==> config.mk <==
export PLATFORM = sky130hd
export DESIGN_NAME = line_segment_rect_clipper_top
export DESIGN_NICKNAME = d
export VERILOG_FILES = /design/src/lsrc_pkg.sv /design/src/lsrc_regs.sv /design/src/lsrc_div.sv /design/src/lsrc_dp.sv /design/src/lsrc_ctrl.sv /design/src/line_segment_rect_clipper_top.sv
export VERILOG_INCLUDE_DIRS = /design/src /design/src/src
export SDC_FILE = /design/constraint.sdc
export NUM_CORES = 2
export LEC_CHECK = 0
export BUFFER_PORTS_ARGS = -buffer_cell sky130_fd_sc_hd__buf_4
export CAP_MARGIN = 25
export CORE_MARGIN = 8
export CORE_UTILIZATION = 50
export CTS_CLUSTER_DIAMETER = 40
export DETAILED_ROUTE_END_ITERATION = 8
export PLACE_DENSITY = 0.68
export SYNTH_ARGS = -nofsm -noshare
export SYNTH_HDL_FRONTEND = slang
export SYNTH_SLANG_ARGS = --single-unit
export TNS_END_PERCENT = 1
==> constraint.sdc <==
create_clock -name aclk -period 14.9 [get_ports aclk]
set_clock_uncertainty 0.15 [all_clocks]
set_input_delay 2.98 -clock aclk [delete_from_list [all_inputs] [get_ports aclk]]
set_output_delay 2.98 -clock aclk [all_outputs]
set_load 0.02 [all_outputs]
==> src/line_segment_rect_clipper_top_macros.svh <==
// Assertion helpers shared by the clipper modules.
`ifndef LINE_SEGMENT_RECT_CLIPPER_TOP_MACROS_SVH
`define LINE_SEGMENT_RECT_CLIPPER_TOP_MACROS_SVH

// Checks a property on every rising clock edge, skipped while reset is active.
`define LSRC_ASSERT(lbl, clk, rstn, prop, msg) \
    lbl: assert property (@(posedge clk) disable iff (!rstn) (prop)) else $error(msg);

// Checks that a condition in one cycle is followed by another in the next cycle.
`define LSRC_ASSERT_NEXT(lbl, clk, rstn, ante, cons, msg) \
    lbl: assert property (@(posedge clk) disable iff (!rstn) (ante) |=> (cons)) else $error(msg);

`endif

==> src/lsrc_pkg.sv <==
package lsrc_pkg;

    localparam int COORD_WIDTH      = 16;
    localparam int CFG_INDEX_WIDTH  = 2;

    localparam int WIN_LEFT_RESET   = 0;
    localparam int WIN_TOP_RESET    = 0;
    localparam int WIN_RIGHT_RESET  = 639;
    localparam int WIN_BOTTOM_RESET = 479;

    typedef enum logic [CFG_INDEX_WIDTH-1:0] {
        REG_WIN_LEFT   = 2'd0,
        REG_WIN_TOP    = 2'd1,
        REG_WIN_RIGHT  = 2'd2,
        REG_WIN_BOTTOM = 2'd3
    } cfg_reg_t;

    // Region code bits of one endpoint.
    localparam logic [3:0] RC_LEFT   = 4'b0001;
    localparam logic [3:0] RC_RIGHT  = 4'b0010;
    localparam logic [3:0] RC_TOP    = 4'b0100;
    localparam logic [3:0] RC_BOTTOM = 4'b1000;

    localparam int MAX_ROUNDS  = 8;
    localparam int ROUND_WIDTH = 4;

    typedef struct packed {
        logic load;
        logic setup;
        logic mul;
        logic div_start;
        logic update;
        logic out_load;
        logic visible;
    } cmd_t;

    typedef struct packed {
        logic [3:0] code0;
        logic [3:0] code1;
        logic       div_done;
    } status_t;

endpackage

==> src/lsrc_regs.sv <==
module lsrc_regs #(
    parameter int COORD_WIDTH = lsrc_pkg::COORD_WIDTH
) (
    input  logic                                  aclk,
    input  logic                                  aresetn,
    input  logic                                  cfg_wr_en,
    input  logic [lsrc_pkg::CFG_INDEX_WIDTH-1:0]  cfg_index,
    input  logic signed [COORD_WIDTH-1:0]         cfg_wr_data,
    output logic signed [COORD_WIDTH-1:0]         win_left,
    output logic signed [COORD_WIDTH-1:0]         win_top,
    output logic signed [COORD_WIDTH-1:0]         win_right,
    output logic signed [COORD_WIDTH-1:0]         win_bottom
);

    logic signed [COORD_WIDTH-1:0] win_left_reg;
    logic signed [COORD_WIDTH-1:0] win_top_reg;
    logic signed [COORD_WIDTH-1:0] win_right_reg;
    logic signed [COORD_WIDTH-1:0] win_bottom_reg;

    // Reset values wrap to the coordinate width.
    always_ff @(posedge aclk) begin
        if (!aresetn) begin
            win_left_reg   <= COORD_WIDTH'(lsrc_pkg::WIN_LEFT_RESET);
            win_top_reg    <= COORD_WIDTH'(lsrc_pkg::WIN_TOP_RESET);
            win_right_reg  <= COORD_WIDTH'(lsrc_pkg::WIN_RIGHT_RESET);
            win_bottom_reg <= COORD_WIDTH'(lsrc_pkg::WIN_BOTTOM_RESET);
        end else if (cfg_wr_en) begin
            case (lsrc_pkg::cfg_reg_t'(cfg_index))
                lsrc_pkg::REG_WIN_LEFT: begin
                    win_left_reg <= cfg_wr_data;
                end
                lsrc_pkg::REG_WIN_TOP: begin
                    win_top_reg <= cfg_wr_data;
                end
                lsrc_pkg::REG_WIN_RIGHT: begin
                    win_right_reg <= cfg_wr_data;
                end
                lsrc_pkg::REG_WIN_BOTTOM: begin
                    win_bottom_reg <= cfg_wr_data;
                end
                default: begin
                end
            endcase
        end
    end

    assign win_left   = win_left_reg;
    assign win_top    = win_top_reg;
    assign win_right  = win_right_reg;
    assign win_bottom = win_bottom_reg;

endmodule

==> src/lsrc_div.sv <==
`include "line_segment_rect_clipper_top_macros.svh"

module lsrc_div #(
    parameter int DW = lsrc_pkg::COORD_WIDTH + 1
) (
    input  logic              aclk,
    input  logic              aresetn,
    input  logic              start,
    input  logic [2*DW-1:0]   dividend,
    input  logic [DW-1:0]     divisor,
    output logic [DW-1:0]     quotient,
    output logic              done
);

    localparam int CW = $clog2(DW);

    logic          busy_reg;
    logic          done_reg;
    logic [CW-1:0] cnt_reg;
    logic [DW-1:0] rem_reg;
    logic [DW-1:0] qsh_reg;
    logic [DW:0]   trial;

    // Restoring division, one quotient bit per cycle. The quotient is known to
    // fit in DW bits, so the upper half of the dividend starts as remainder.
    assign trial = {rem_reg, qsh_reg[DW-1]} - {1'b0, divisor};

    always_ff @(posedge aclk) begin
        if (!aresetn) begin
            busy_reg <= 1'b0;
            done_reg <= 1'b0;
            cnt_reg  <= '0;
        end else begin
            done_reg <= 1'b0;
            if (start) begin
                busy_reg <= 1'b1;
                cnt_reg  <= '0;
            end else if (busy_reg) begin
                cnt_reg <= cnt_reg + 1'b1;
                if (cnt_reg == CW'(DW - 1)) begin
                    busy_reg <= 1'b0;
                    done_reg <= 1'b1;
                end
            end
        end
    end

    always_ff @(posedge aclk) begin
        if (start) begin
            rem_reg <= dividend[2*DW-1:DW];
            qsh_reg <= dividend[DW-1:0];
        end else if (busy_reg) begin
            if (!trial[DW]) begin
                rem_reg <= trial[DW-1:0];
            end else begin
                rem_reg <= {rem_reg[DW-2:0], qsh_reg[DW-1]};
            end
            qsh_reg <= {qsh_reg[DW-2:0], ~trial[DW]};
        end
    end

    assign quotient = qsh_reg;
    assign done     = done_reg;

    `LSRC_ASSERT(a_div_start_idle, aclk, aresetn, start |-> !busy_reg, "divider restarted while busy")
    `LSRC_ASSERT(a_div_done_after_busy, aclk, aresetn, done_reg |-> $past(busy_reg), "divider done without work")

endmodule

==> src/lsrc_dp.sv <==
module lsrc_dp #(
    parameter int COORD_WIDTH = lsrc_pkg::COORD_WIDTH
) (
    input  logic                          aclk,
    input  logic                          aresetn,
    input  lsrc_pkg::cmd_t                cmd,
    output lsrc_pkg::status_t             status,
    input  logic signed [COORD_WIDTH-1:0] win_left,
    input  logic signed [COORD_WIDTH-1:0] win_top,
    input  logic signed [COORD_WIDTH-1:0] win_right,
    input  logic signed [COORD_WIDTH-1:0] win_bottom,
    input  logic signed [COORD_WIDTH-1:0] start_x,
    input  logic signed [COORD_WIDTH-1:0] start_y,
    input  logic signed [COORD_WIDTH-1:0] end_x,
    input  logic signed [COORD_WIDTH-1:0] end_y,
    output logic                          visible,
    output logic signed [COORD_WIDTH-1:0] clip_start_x,
    output logic signed [COORD_WIDTH-1:0] clip_start_y,
    output logic signed [COORD_WIDTH-1:0] clip_end_x,
    output logic signed [COORD_WIDTH-1:0] clip_end_y
);

    localparam int DW = COORD_WIDTH + 1;
    localparam int PW = 2 * DW;

    logic signed [COORD_WIDTH-1:0] px0_reg, py0_reg, px1_reg, py1_reg;
    logic signed [COORD_WIDTH-1:0] bound_reg, base_reg;
    logic                          sel_reg, tb_reg, neg_reg;
    logic [DW-1:0]                 tmag_reg, nmag_reg, dmag_reg;
    logic [PW-1:0]                 prod_reg;

    logic                          vis_reg;
    logic signed [COORD_WIDTH-1:0] out_sx_reg, out_sy_reg, out_ex_reg, out_ey_reg;

    logic [3:0]                    code0, code1, csel;
    logic                          sel_next, tb_next, neg_next;
    logic signed [COORD_WIDTH-1:0] p_x, p_y, q_x, q_y;
    logic signed [COORD_WIDTH-1:0] bound_next, base_next, qa, pa, pb;
    logic signed [DW-1:0]          t, num, den;
    logic [DW-1:0]                 tmag_next, nmag_next, dmag_next;
    logic [DW-1:0]                 quot;
    logic                          div_done;
    logic signed [DW:0]            sum;
    logic signed [COORD_WIDTH-1:0] newc, new_x, new_y;

    // Region codes of both current endpoints.
    always_comb begin
        code0 = '0;
        code1 = '0;
        if (px0_reg < win_left)   code0 = code0 | lsrc_pkg::RC_LEFT;
        if (px0_reg > win_right)  code0 = code0 | lsrc_pkg::RC_RIGHT;
        if (py0_reg < win_top)    code0 = code0 | lsrc_pkg::RC_TOP;
        if (py0_reg > win_bottom) code0 = code0 | lsrc_pkg::RC_BOTTOM;
        if (px1_reg < win_left)   code1 = code1 | lsrc_pkg::RC_LEFT;
        if (px1_reg > win_right)  code1 = code1 | lsrc_pkg::RC_RIGHT;
        if (py1_reg < win_top)    code1 = code1 | lsrc_pkg::RC_TOP;
        if (py1_reg > win_bottom) code1 = code1 | lsrc_pkg::RC_BOTTOM;
    end

    // Pick the endpoint to move and the edge, and form the ratio operands.
    always_comb begin
        sel_next = (code0 == 4'b0000);
        csel     = sel_next ? code1 : code0;
        p_x      = sel_next ? px1_reg : px0_reg;
        p_y      = sel_next ? py1_reg : py0_reg;
        q_x      = sel_next ? px0_reg : px1_reg;
        q_y      = sel_next ? py0_reg : py1_reg;
        tb_next  = |(csel & (lsrc_pkg::RC_TOP | lsrc_pkg::RC_BOTTOM));
        if (tb_next) begin
            bound_next = (|(csel & lsrc_pkg::RC_TOP)) ? win_top : win_bottom;
            qa         = q_y;
            base_next  = q_x;
            pa         = p_y;
            pb         = p_x;
        end else begin
            bound_next = (|(csel & lsrc_pkg::RC_LEFT)) ? win_left : win_right;
            qa         = q_x;
            base_next  = q_y;
            pa         = p_x;
            pb         = p_y;
        end
        t         = DW'(bound_next) - DW'(qa);
        num       = DW'(pb) - DW'(base_next);
        den       = DW'(pa) - DW'(qa);
        neg_next  = t[DW-1] ^ num[DW-1] ^ den[DW-1];
        tmag_next = t[DW-1]   ? $unsigned(-t)   : $unsigned(t);
        nmag_next = num[DW-1] ? $unsigned(-num) : $unsigned(num);
        dmag_next = den[DW-1] ? $unsigned(-den) : $unsigned(den);
    end

    // New position of the moved endpoint; the result lies between the
    // endpoints, so the low bits carry the whole value.
    always_comb begin
        if (neg_reg) begin
            sum = (DW + 1)'(base_reg) - $signed({1'b0, quot});
        end else begin
            sum = (DW + 1)'(base_reg) + $signed({1'b0, quot});
        end
        newc  = sum[COORD_WIDTH-1:0];
        new_x = tb_reg ? newc : bound_reg;
        new_y = tb_reg ? bound_reg : newc;
    end

    lsrc_div #(
        .DW (DW)
    ) u_div (
        .aclk     (aclk),
        .aresetn  (aresetn),
        .start    (cmd.div_start),
        .dividend (prod_reg),
        .divisor  (dmag_reg),
        .quotient (quot),
        .done     (div_done)
    );

    always_ff @(posedge aclk) begin
        if (cmd.load) begin
            px0_reg <= start_x;
            py0_reg <= start_y;
            px1_reg <= end_x;
            py1_reg <= end_y;
        end else if (cmd.update) begin
            if (sel_reg) begin
                px1_reg <= new_x;
                py1_reg <= new_y;
            end else begin
                px0_reg <= new_x;
                py0_reg <= new_y;
            end
        end
        if (cmd.setup) begin
            sel_reg   <= sel_next;
            tb_reg    <= tb_next;
            neg_reg   <= neg_next;
            bound_reg <= bound_next;
            base_reg  <= base_next;
            tmag_reg  <= tmag_next;
            nmag_reg  <= nmag_next;
            dmag_reg  <= dmag_next;
        end
        if (cmd.mul) begin
            prod_reg <= PW'(tmag_reg) * PW'(nmag_reg);
        end
        if (cmd.out_load) begin
            vis_reg    <= cmd.visible;
            out_sx_reg <= cmd.visible ? px0_reg : '0;
            out_sy_reg <= cmd.visible ? py0_reg : '0;
            out_ex_reg <= cmd.visible ? px1_reg : '0;
            out_ey_reg <= cmd.visible ? py1_reg : '0;
        end
    end

    assign status = '{code0: code0, code1: code1, div_done: div_done};

    assign visible      = vis_reg;
    assign clip_start_x = out_sx_reg;
    assign clip_start_y = out_sy_reg;
    assign clip_end_x   = out_ex_reg;
    assign clip_end_y   = out_ey_reg;

endmodule

==> src/lsrc_ctrl.sv <==
`include "line_segment_rect_clipper_top_macros.svh"

module lsrc_ctrl (
    input  logic              aclk,
    input  logic              aresetn,
    input  logic              s_valid,
    output logic              s_ready,
    output logic              m_valid,
    input  logic              m_ready,
    input  lsrc_pkg::status_t status,
    output lsrc_pkg::cmd_t    cmd
);

    typedef enum logic [2:0] {
        ST_IDLE,
        ST_DECIDE,
        ST_MUL,
        ST_DSTART,
        ST_DIV,
        ST_UPDATE,
        ST_FINISH
    } state_t;

    state_t                             state_reg, state_next;
    logic [lsrc_pkg::ROUND_WIDTH-1:0]   round_reg, round_next;
    logic                               vis_reg, vis_next;
    logic                               m_valid_reg, m_valid_next;
    logic                               out_free;

    always_comb begin
        state_next = state_reg;
        round_next = round_reg;
        vis_next   = vis_reg;
        cmd        = '0;
        cmd.visible = vis_reg;
        out_free   = !m_valid_reg || m_ready;
        case (state_reg)
            ST_IDLE: begin
                if (s_valid) begin
                    cmd.load   = 1'b1;
                    round_next = '0;
                    state_next = ST_DECIDE;
                end
            end
            ST_DECIDE: begin
                if ((status.code0 | status.code1) == 4'b0000) begin
                    vis_next   = 1'b1;
                    state_next = ST_FINISH;
                end else if ((|(status.code0 & status.code1)) ||
                             (round_reg == lsrc_pkg::ROUND_WIDTH'(lsrc_pkg::MAX_ROUNDS))) begin
                    vis_next   = 1'b0;
                    state_next = ST_FINISH;
                end else begin
                    cmd.setup  = 1'b1;
                    state_next = ST_MUL;
                end
            end
            ST_MUL: begin
                cmd.mul    = 1'b1;
                state_next = ST_DSTART;
            end
            ST_DSTART: begin
                cmd.div_start = 1'b1;
                state_next    = ST_DIV;
            end
            ST_DIV: begin
                if (status.div_done) begin
                    state_next = ST_UPDATE;
                end
            end
            ST_UPDATE: begin
                cmd.update = 1'b1;
                round_next = round_reg + 1'b1;
                state_next = ST_DECIDE;
            end
            ST_FINISH: begin
                if (out_free) begin
                    cmd.out_load = 1'b1;
                    state_next   = ST_IDLE;
                end
            end
            default: begin
                state_next = ST_IDLE;
            end
        endcase
        if (cmd.out_load) begin
            m_valid_next = 1'b1;
        end else if (m_ready) begin
            m_valid_next = 1'b0;
        end else begin
            m_valid_next = m_valid_reg;
        end
    end

    always_ff @(posedge aclk) begin
        if (!aresetn) begin
            state_reg   <= ST_IDLE;
            round_reg   <= '0;
            vis_reg     <= 1'b0;
            m_valid_reg <= 1'b0;
        end else begin
            state_reg   <= state_next;
            round_reg   <= round_next;
            vis_reg     <= vis_next;
            m_valid_reg <= m_valid_next;
        end
    end

    assign s_ready = (state_reg == ST_IDLE);
    assign m_valid = m_valid_reg;

    `LSRC_ASSERT(a_no_overwrite, aclk, aresetn, cmd.out_load |-> (!m_valid_reg || m_ready), "result overwritten before transfer")
    `LSRC_ASSERT_NEXT(a_result_shown, aclk, aresetn, cmd.out_load, m_valid_reg, "loaded result not presented")
    `LSRC_ASSERT(a_round_bound, aclk, aresetn, round_reg <= lsrc_pkg::ROUND_WIDTH'(lsrc_pkg::MAX_ROUNDS), "too many clipping rounds")

endmodule

==> src/line_segment_rect_clipper_top.sv <==
// Between input transfer and m_valid a segment runs through R clipping rounds, R = 0..8.
// Each round moves one endpoint: setup, a multiply and a restoring divider
// that yields one quotient bit per cycle make up the round.
// Only one segment is in flight; a new one is accepted once the previous result is loaded.
// Reset: aresetn is synchronous, active low; it loads the window registers with
// 0, 0, 639, 479 (wrapped to COORD_WIDTH) and clears m_valid; the result register has no reset.
module line_segment_rect_clipper_top #(
    parameter int COORD_WIDTH = lsrc_pkg::COORD_WIDTH
) (
    input  logic                                 aclk,
    input  logic                                 aresetn,

    // Configuration write port for the window registers.
    input  logic                                 cfg_wr_en,
    input  logic [lsrc_pkg::CFG_INDEX_WIDTH-1:0] cfg_index,
    input  logic signed [COORD_WIDTH-1:0]        cfg_wr_data,

    // Segment input channel.
    input  logic                                 s_valid,
    output logic                                 s_ready,
    input  logic signed [COORD_WIDTH-1:0]        s_start_x,
    input  logic signed [COORD_WIDTH-1:0]        s_start_y,
    input  logic signed [COORD_WIDTH-1:0]        s_end_x,
    input  logic signed [COORD_WIDTH-1:0]        s_end_y,

    // Clipped segment result channel.
    output logic                                 m_valid,
    input  logic                                 m_ready,
    output logic                                 m_visible,
    output logic signed [COORD_WIDTH-1:0]        m_clip_start_x,
    output logic signed [COORD_WIDTH-1:0]        m_clip_start_y,
    output logic signed [COORD_WIDTH-1:0]        m_clip_end_x,
    output logic signed [COORD_WIDTH-1:0]        m_clip_end_y
);

    // The block is a classic region-code line clipper. The controller walks
    // each segment through clipping rounds; the datapath holds the endpoints,
    // derives their region codes every cycle and computes the new endpoint
    // position as an exact integer ratio truncated toward zero.

    logic signed [COORD_WIDTH-1:0] win_left;
    logic signed [COORD_WIDTH-1:0] win_top;
    logic signed [COORD_WIDTH-1:0] win_right;
    logic signed [COORD_WIDTH-1:0] win_bottom;

    lsrc_pkg::cmd_t    cmd;
    lsrc_pkg::status_t status;

    // Window registers. Writes are expected only while no segment is in work,
    // so the datapath reads them directly without any shadow copy.
    lsrc_regs #(
        .COORD_WIDTH (COORD_WIDTH)
    ) u_regs (
        .aclk        (aclk),
        .aresetn     (aresetn),
        .cfg_wr_en   (cfg_wr_en),
        .cfg_index   (cfg_index),
        .cfg_wr_data (cfg_wr_data),
        .win_left    (win_left),
        .win_top     (win_top),
        .win_right   (win_right),
        .win_bottom  (win_bottom)
    );

    // Datapath: endpoint registers, region codes, ratio operands, multiplier,
    // shared divider and the result register that drives the m_ payload.
    lsrc_dp #(
        .COORD_WIDTH (COORD_WIDTH)
    ) u_dp (
        .aclk         (aclk),
        .aresetn      (aresetn),
        .cmd          (cmd),
        .status       (status),
        .win_left     (win_left),
        .win_top      (win_top),
        .win_right    (win_right),
        .win_bottom   (win_bottom),
        .start_x      (s_start_x),
        .start_y      (s_start_y),
        .end_x        (s_end_x),
        .end_y        (s_end_y),
        .visible      (m_visible),
        .clip_start_x (m_clip_start_x),
        .clip_start_y (m_clip_start_y),
        .clip_end_x   (m_clip_end_x),
        .clip_end_y   (m_clip_end_y)
    );

    // Controller: accepts a segment when idle, decides accept or reject from
    // the region codes, sequences the clipping rounds (at most eight) and
    // loads the result register once the previous result has been taken.
    // A new segment transfer may happen while the last result still waits.
    lsrc_ctrl u_ctrl (
        .aclk    (aclk),
        .aresetn (aresetn),
        .s_valid (s_valid),
        .s_ready (s_ready),
        .m_valid (m_valid),
        .m_ready (m_ready),
        .status  (status),
        .cmd     (cmd)
    );

endmodule
After elaboration in Yosys (flattened, before gate mapping)
Cells that the tools add are included.

Input bits: 87. Bits in registers: 363.

Multiply operators: 1. Bitwise operators: 7. Add/subtract/negate cells: 11. Multiplexer cells: 69. Equal/unequal tests: 15. Reduce and logical (&&, ||, !) cells: 26. $lt $le $gt $ge: 8.

Operators with widths (count): two-way mux 16 bit (29); two-way mux 17 bit (5); > comparator 16 bit (4); < comparator 16 bit (4); negation 17 bit (3); subtractor 16 x 16 -> 17 bit (3); multiplier 17 x 17 -> 34 bit (1); two-way mux 3 bit (7); one-hot mux 3 bit (7 select lines) (1); two-way mux 1 bit (20); subtractor 18 x 17 -> 18 bit (1); adder 16 bit (1); two-way mux 4 bit (4); AND reduction 2 bit (8); subtractor 16 bit (1); nonzero test 2 bit (6); == test 3 bit, second input constant (3); zero test 4 bit (2); one-hot mux 4 bit (2 select lines) (1); == test 3 x 2 -> 1 bit, second input constant (2); != test 2 bit, second input constant (3); adder 5 x 1 -> 5 bit, second input constant (1); == test 5 bit, second input constant (1); adder 4 x 1 -> 4 bit, second input constant (1); 18 further kinds (25).

Longest topological paths before layout
Depth after elaboration: 12. Depth in mapped cells: 39. Depth with buffers taken out: 33.

Modules after synthesis
A second synthesis with hierarchy kept.

Cells, all modules: 3567. Area, all modules: 33671.0 um^2.

By module, submodules not included: lsrc_dp (seq. area each 7477.2 um^2, area each 27731.6 um^2, times used 1, cells an instance 2969); lsrc_div (seq. area each 1161.1 um^2, area each 2851.5 um^2, times used 1, cells an instance 283); lsrc_regs (seq. area each 1281.2 um^2, area each 2529.9 um^2, times used 1, cells an instance 244); lsrc_ctrl (seq. area each 180.2 um^2, area each 558.0 um^2, times used 1, cells an instance 71).

Worst setup path after synthesis
Ideal clock, no wire load.

Path kind: reg-to-reg. Start point: register u_dp.px0_reg[15]. End point: register u_dp.base_reg[0], enable pin. Path slack: 7.331 ns. Period minus slack after synthesis: 7.569 ns. Stages on the path, launching flop included: 14. Arrival time: 6.878 ns. Setup time: 0.541 ns. Path buffers: 3. Data required time: 14.209 ns. Cell sequence: edfxtp_1 ha_1 nand4_1 or4_4 a21o_1 a31oi_1 nor2_1 buf_4 nand3_2 buf_2 clkbuf_1 a2111o_1 and3_1 nor2b_1.

RTL lines: from (decl) (RTL line lsrc_dp.sv:26) `logic signed [COORD_WIDTH-1:0] px0_reg, py0_reg, px1_reg, py1_reg;`; from (signal assigned) (RTL line lsrc_dp.sv:118) `px0_reg <= start_x;`; from (signal assigned) (RTL line lsrc_dp.sv:127) `px0_reg <= new_x;`; to (signal assigned) (RTL line lsrc_dp.sv:136) `base_reg <= base_next;`; to (decl) (RTL line lsrc_dp.sv:27) `logic signed [COORD_WIDTH-1:0] bound_reg, base_reg;`.

Final worst setup path
Start point: register u_dp.px0_reg[13]. End point: register u_dp.dmag_reg[14], data pin.

Word-level cells in the longest chain between the ends: 12.

RTL lines: < comparator 16 bit (RTL line lsrc_dp.sv:50) `if (px0_reg < win_left) code0 = code0 | lsrc_pkg::RC_LEFT;`; two-way mux 1 bit (RTL line lsrc_dp.sv:50); two-way mux 2 bit (RTL line lsrc_dp.sv:51) `if (px0_reg > win_right) code0 = code0 | lsrc_pkg::RC_RIGHT;`; two-way mux 3 bit (RTL line lsrc_dp.sv:52) `if (py0_reg < win_top) code0 = code0 | lsrc_pkg::RC_TOP;`; two-way mux 4 bit (RTL line lsrc_dp.sv:53) `if (py0_reg > win_bottom) code0 = code0 | lsrc_pkg::RC_BOTTOM;`; zero test 4 bit (RTL line lsrc_dp.sv:62) `sel_next = (code0 == 4'b0000);`; two-way mux 4 bit (RTL line lsrc_dp.sv:63) `csel = sel_next ? code1 : code0;`; OR reduction 2 bit (RTL line lsrc_dp.sv:68) `tb_next = |(csel & (lsrc_pkg::RC_TOP | lsrc_pkg::RC_BOTTOM));`; two-way mux 16 bit (RTL line lsrc_dp.sv:69) `if (tb_next) begin`; subtractor 16 x 16 -> 17 bit (*) (RTL line lsrc_dp.sv:84) `den = DW'(pa) - DW'(qa);`; negation 17 bit (RTL line lsrc_dp.sv:88) `dmag_next = den[DW-1] ? $unsigned(-den) : $unsigned(den);`; two-way mux 16 bit (*) (RTL line lsrc_dp.sv:88); via u_dp.dmag_next[14] (RTL line lsrc_dp.sv:40) `logic [DW-1:0] tmag_next, nmag_next, dmag_next;`; to (signal assigned) (RTL line lsrc_dp.sv:139) `dmag_reg <= dmag_next;`; to (decl) (RTL line lsrc_dp.sv:29) `logic [DW-1:0] tmag_reg, nmag_reg, dmag_reg;`.

The timed path passes the listed nets; every way through them passes the cells marked *. A chain may end at the register's enable or synchronous reset.

==> impl_metrics.yaml <==
critical_path:
  path_max_fanout: 66
  max_stage_delay_ns: 0.76
  crit_cells: 29
  cp-end-kind: "register"
  start_kind: "register"
  arrival_ns: 9.76
  crit_slowest_cell: "buf_4"
  path_class: "register to register"
  cp_top_family: "compound AO/OA/AOI/OAI gates"
  r2r_cells: 29
  required_ns: 15.08
  cp.buffers_inverters: 3
floorplan:
  fp.dieH_microns: 274.4
  design.core.area_sq_um: 65980
  initial_core_util: 0.5061
  die_x_microns: 274.4
  num_rows: 94
  dieArea_sq_um: 75310
  pin_count: 154
synth:
  synthFlopType: "edfxtp_1"
  syn_nets: 4268
  synth.avg_cell_area_sq_um: 9.163
  synthesis.area_sq_um: 33390
  yosysWarningCount: 0
  ys_seq_area_frac: 0.3025
  async_flop_share: 0
  synth_edf_count: 283
  syn_inst: 3644
  synth_seq_cells: 363
  synth_cell_types: 93
min_path:
  hold_depth: 2
  hold_path_class: "register to register"
timing:
  fmax_ghz: 0.1044
  rsz0062_at_grt: "false"
  post-route-period-util: 0.6427
  hold_violations: 0
  drv_slew: 0
  worst_slew_pin_slew_ns: 1.044
  min_period_ns: 9.576
  slew_headroom: 0.3005
  finalSetupViolCount: 0
  setup_tns_ns: 0
clock_network:
  post_cts_buffers: 0
  clk_latency_ns: 0.65
  clock_sinks: 363
  cts_tree: "done"
  ctsRootBufferMaster: "clkbuf_16"
  clk_pin_slew_ns: 0.05
  ctsHoldBuffers: 0
  cts_made_buffers: 71
  cts_buffer_depth: 3
  ctsResizeCount: 0
  h-tree-depth: 3
global_route:
  antenna_found_initial: 2
  track_usage: 0.2832
  grt_max_degree: 78
  grt_pass1_wl_mm: 161.4
  gr-total-overflow: 0
  grt_pass1_vias: 26850
placed_design:
  portBuffers: 153
  dp_hpwl_mm: 82.63
  placedCellCount: 4554
  place.gp.congestion: 0.9992
finish:
  final-instance-count-excl-fill: 4689
  design.final.nets: 4389
  largest_reg_flops: 34
  fill_cells: 5820
  area_growth_pct: 13.78
  drive_above_1_share: 0.1059
flow_run:
  max_cap_violations: 0
detailed_routing:
  ant_nets: 0
  routed_wl_mm: 106.5
  first_pass_iters: 6
  drc: 0
  via_per_inst: 5.717
  first_iter_violations: 2577
  wl_per_cell_microns: 22.72
  vias: 26810
status:
  outcome: "finished, final reports clean"
[layer usage]
| layer | track usage | wire (microns) |
|---|---|---|
| met3 | 0.04286 | 7499 |
| met4 | 0.1577 | 6401 |
| met1 | 0.3522 | 42490 |
| met2 | 0.4702 | 50130 |
| met5 | 0 | 0 |
[synthesized netlist by cell type (25+ instances only)]
| master | count | area [sq um] |
|---|---|---|
| o21a_1 | 39 | 292.8 |
| a21o_1 | 31 | 232.7 |
| edfxtp_1 | 283 | 8498 |
| dfxtp_1 | 80 | 1602 |
| o211ai_1 | 40 | 300.3 |
| nand2b_1 | 29 | 181.4 |
| and2_1 | 175 | 1095 |
| xor2_1 | 36 | 315.3 |
| xnor2_1 | 122 | 1069 |
| a211oi_1 | 34 | 255.2 |
| nand3_1 | 57 | 285.3 |
| nor2b_1 | 28 | 175.2 |
| clkbuf_1 | 122 | 457.9 |
| nor2_1 | 232 | 870.8 |
| inv_1 | 480 | 1802 |
| ha_1 | 308 | 3854 |
| fa_1 | 229 | 4584 |
| o21ai_0 | 119 | 595.6 |
| a21oi_1 | 139 | 695.7 |
| nand2_1 | 542 | 2034 |
| mux2i_1 | 101 | 1011 |
| a21boi_0 | 70 | 525.5 |
| nor3_1 | 35 | 175.2 |
| mux2_2 | 25 | 281.5 |
[cells in the final DEF, fill, tap and decap left out, types with 8 or more instances in the layout]
cell        synthesis  final
or2_2               9      9
o31ai_1            15     15
nand4_1            23     23
bufinv_16           0      9
o21ai_1             8      8
nor3_1             35     35
nand2b_1           29     29
nor2b_1            28     27
dfxtp_1            80     80
clkinvlp_4          0     10
a21boi_0           70     70
fa_1              229    229
o21a_1             39     39
xnor2_1           122    121
a21o_1             31     31
xor2_1             36     36
inv_6               0      9
or3_1              14     13
inv_1             480    480
clkbuf_16           0     71
edfxtp_1          283    283
o21ai_0           119    118
mux2_2             25     25
a211oi_1           34     34
a31oi_1            23     23
nor2_1            232    229
clkinv_2            0     10
ha_1              308    308
and2_1            175    175
o211ai_1           40     40
and3_1             19     19
a21oi_1           139    139
nand3_1            57     57
mux2i_1           101    101
nand2_1           542    541
nor4_1              9      9
buf_4               2    193
[worst reg2reg max path: cells and delay by family, from the launching register on]
family | cells | cell delay [ns]
flops | 1 | 0.51
mux | 3 | 0.90
fa+ha+maj | 3 | 1.08
simple gates | 5 | 1.62
buf+inv | 3 | 1.79
xor+xnor | 2 | 0.42
compound gates | 13 | 2.82
[metrics by stage]
stage | hold WS [ns] | utilization | setup slack, ns | area [sq um]
final | 0.3140 | 0.5758 | 5.324 | 37990
after global routing | 0.3336 | 0.5757 | 4.740 | 37990
after CTS | 0.3167 | 0.5751 | 5.614 | 37950
after detailed placement | 0.3097 | 0.5367 | 5.678 | 35410
after global placement | 0.3035 | 0.5362 | 5.716 | 35380
after floorplan | 0.2764 | - | 7.331 | 33390
[kinds of logic (layout without fill, tap and decap cells)]
kind of cell               after synthesis  in the layout  synth area share
AOI/OAI and AO/OA                      611            611            0.1209
xor gates and xnor gates               160            160           0.04242
adders and majority gates              545            545            0.2553
buffers and inverters                  634            813           0.07236
DFF                                    363            363            0.3025
muxes                                  130            130           0.04088
other                                    0              2                 0
and+or+nand+nor                       1201           1201            0.1657
[path summary, 6_finish.rpt]
kind	from	to	slack (ns)
worst max-delay path	u_dp.px0_reg[13]	u_dp.dmag_reg[14]	5.32
worst min-delay path	u_regs.win_top[6]	u_regs.win_top[6]	0.31
worst max register to register	u_dp.px0_reg[13]	u_dp.dmag_reg[14]	5.32
worst min register to register	u_regs.win_top[6]	u_regs.win_top[6]	0.31
[cell type report]
type | count | area, sq um | share of cell area
multi-input combinational | 2647 | 20930 | 0.5510
timing repair buffer | 198 | 1520 | 0.04001
clock inverter | 55 | 720.7 | 0.01897
clock buffer | 76 | 1815 | 0.04779
antenna | 2 | 5.005 | 0.0001317
tap | 864 | 1081 | 0.02845
inverter | 484 | 1817 | 0.04782
sequential | 363 | 10100 | 0.2658
Power is not shown: default switching activity piles up to over one toggle a cycle in this logic, so the estimate is an artifact.
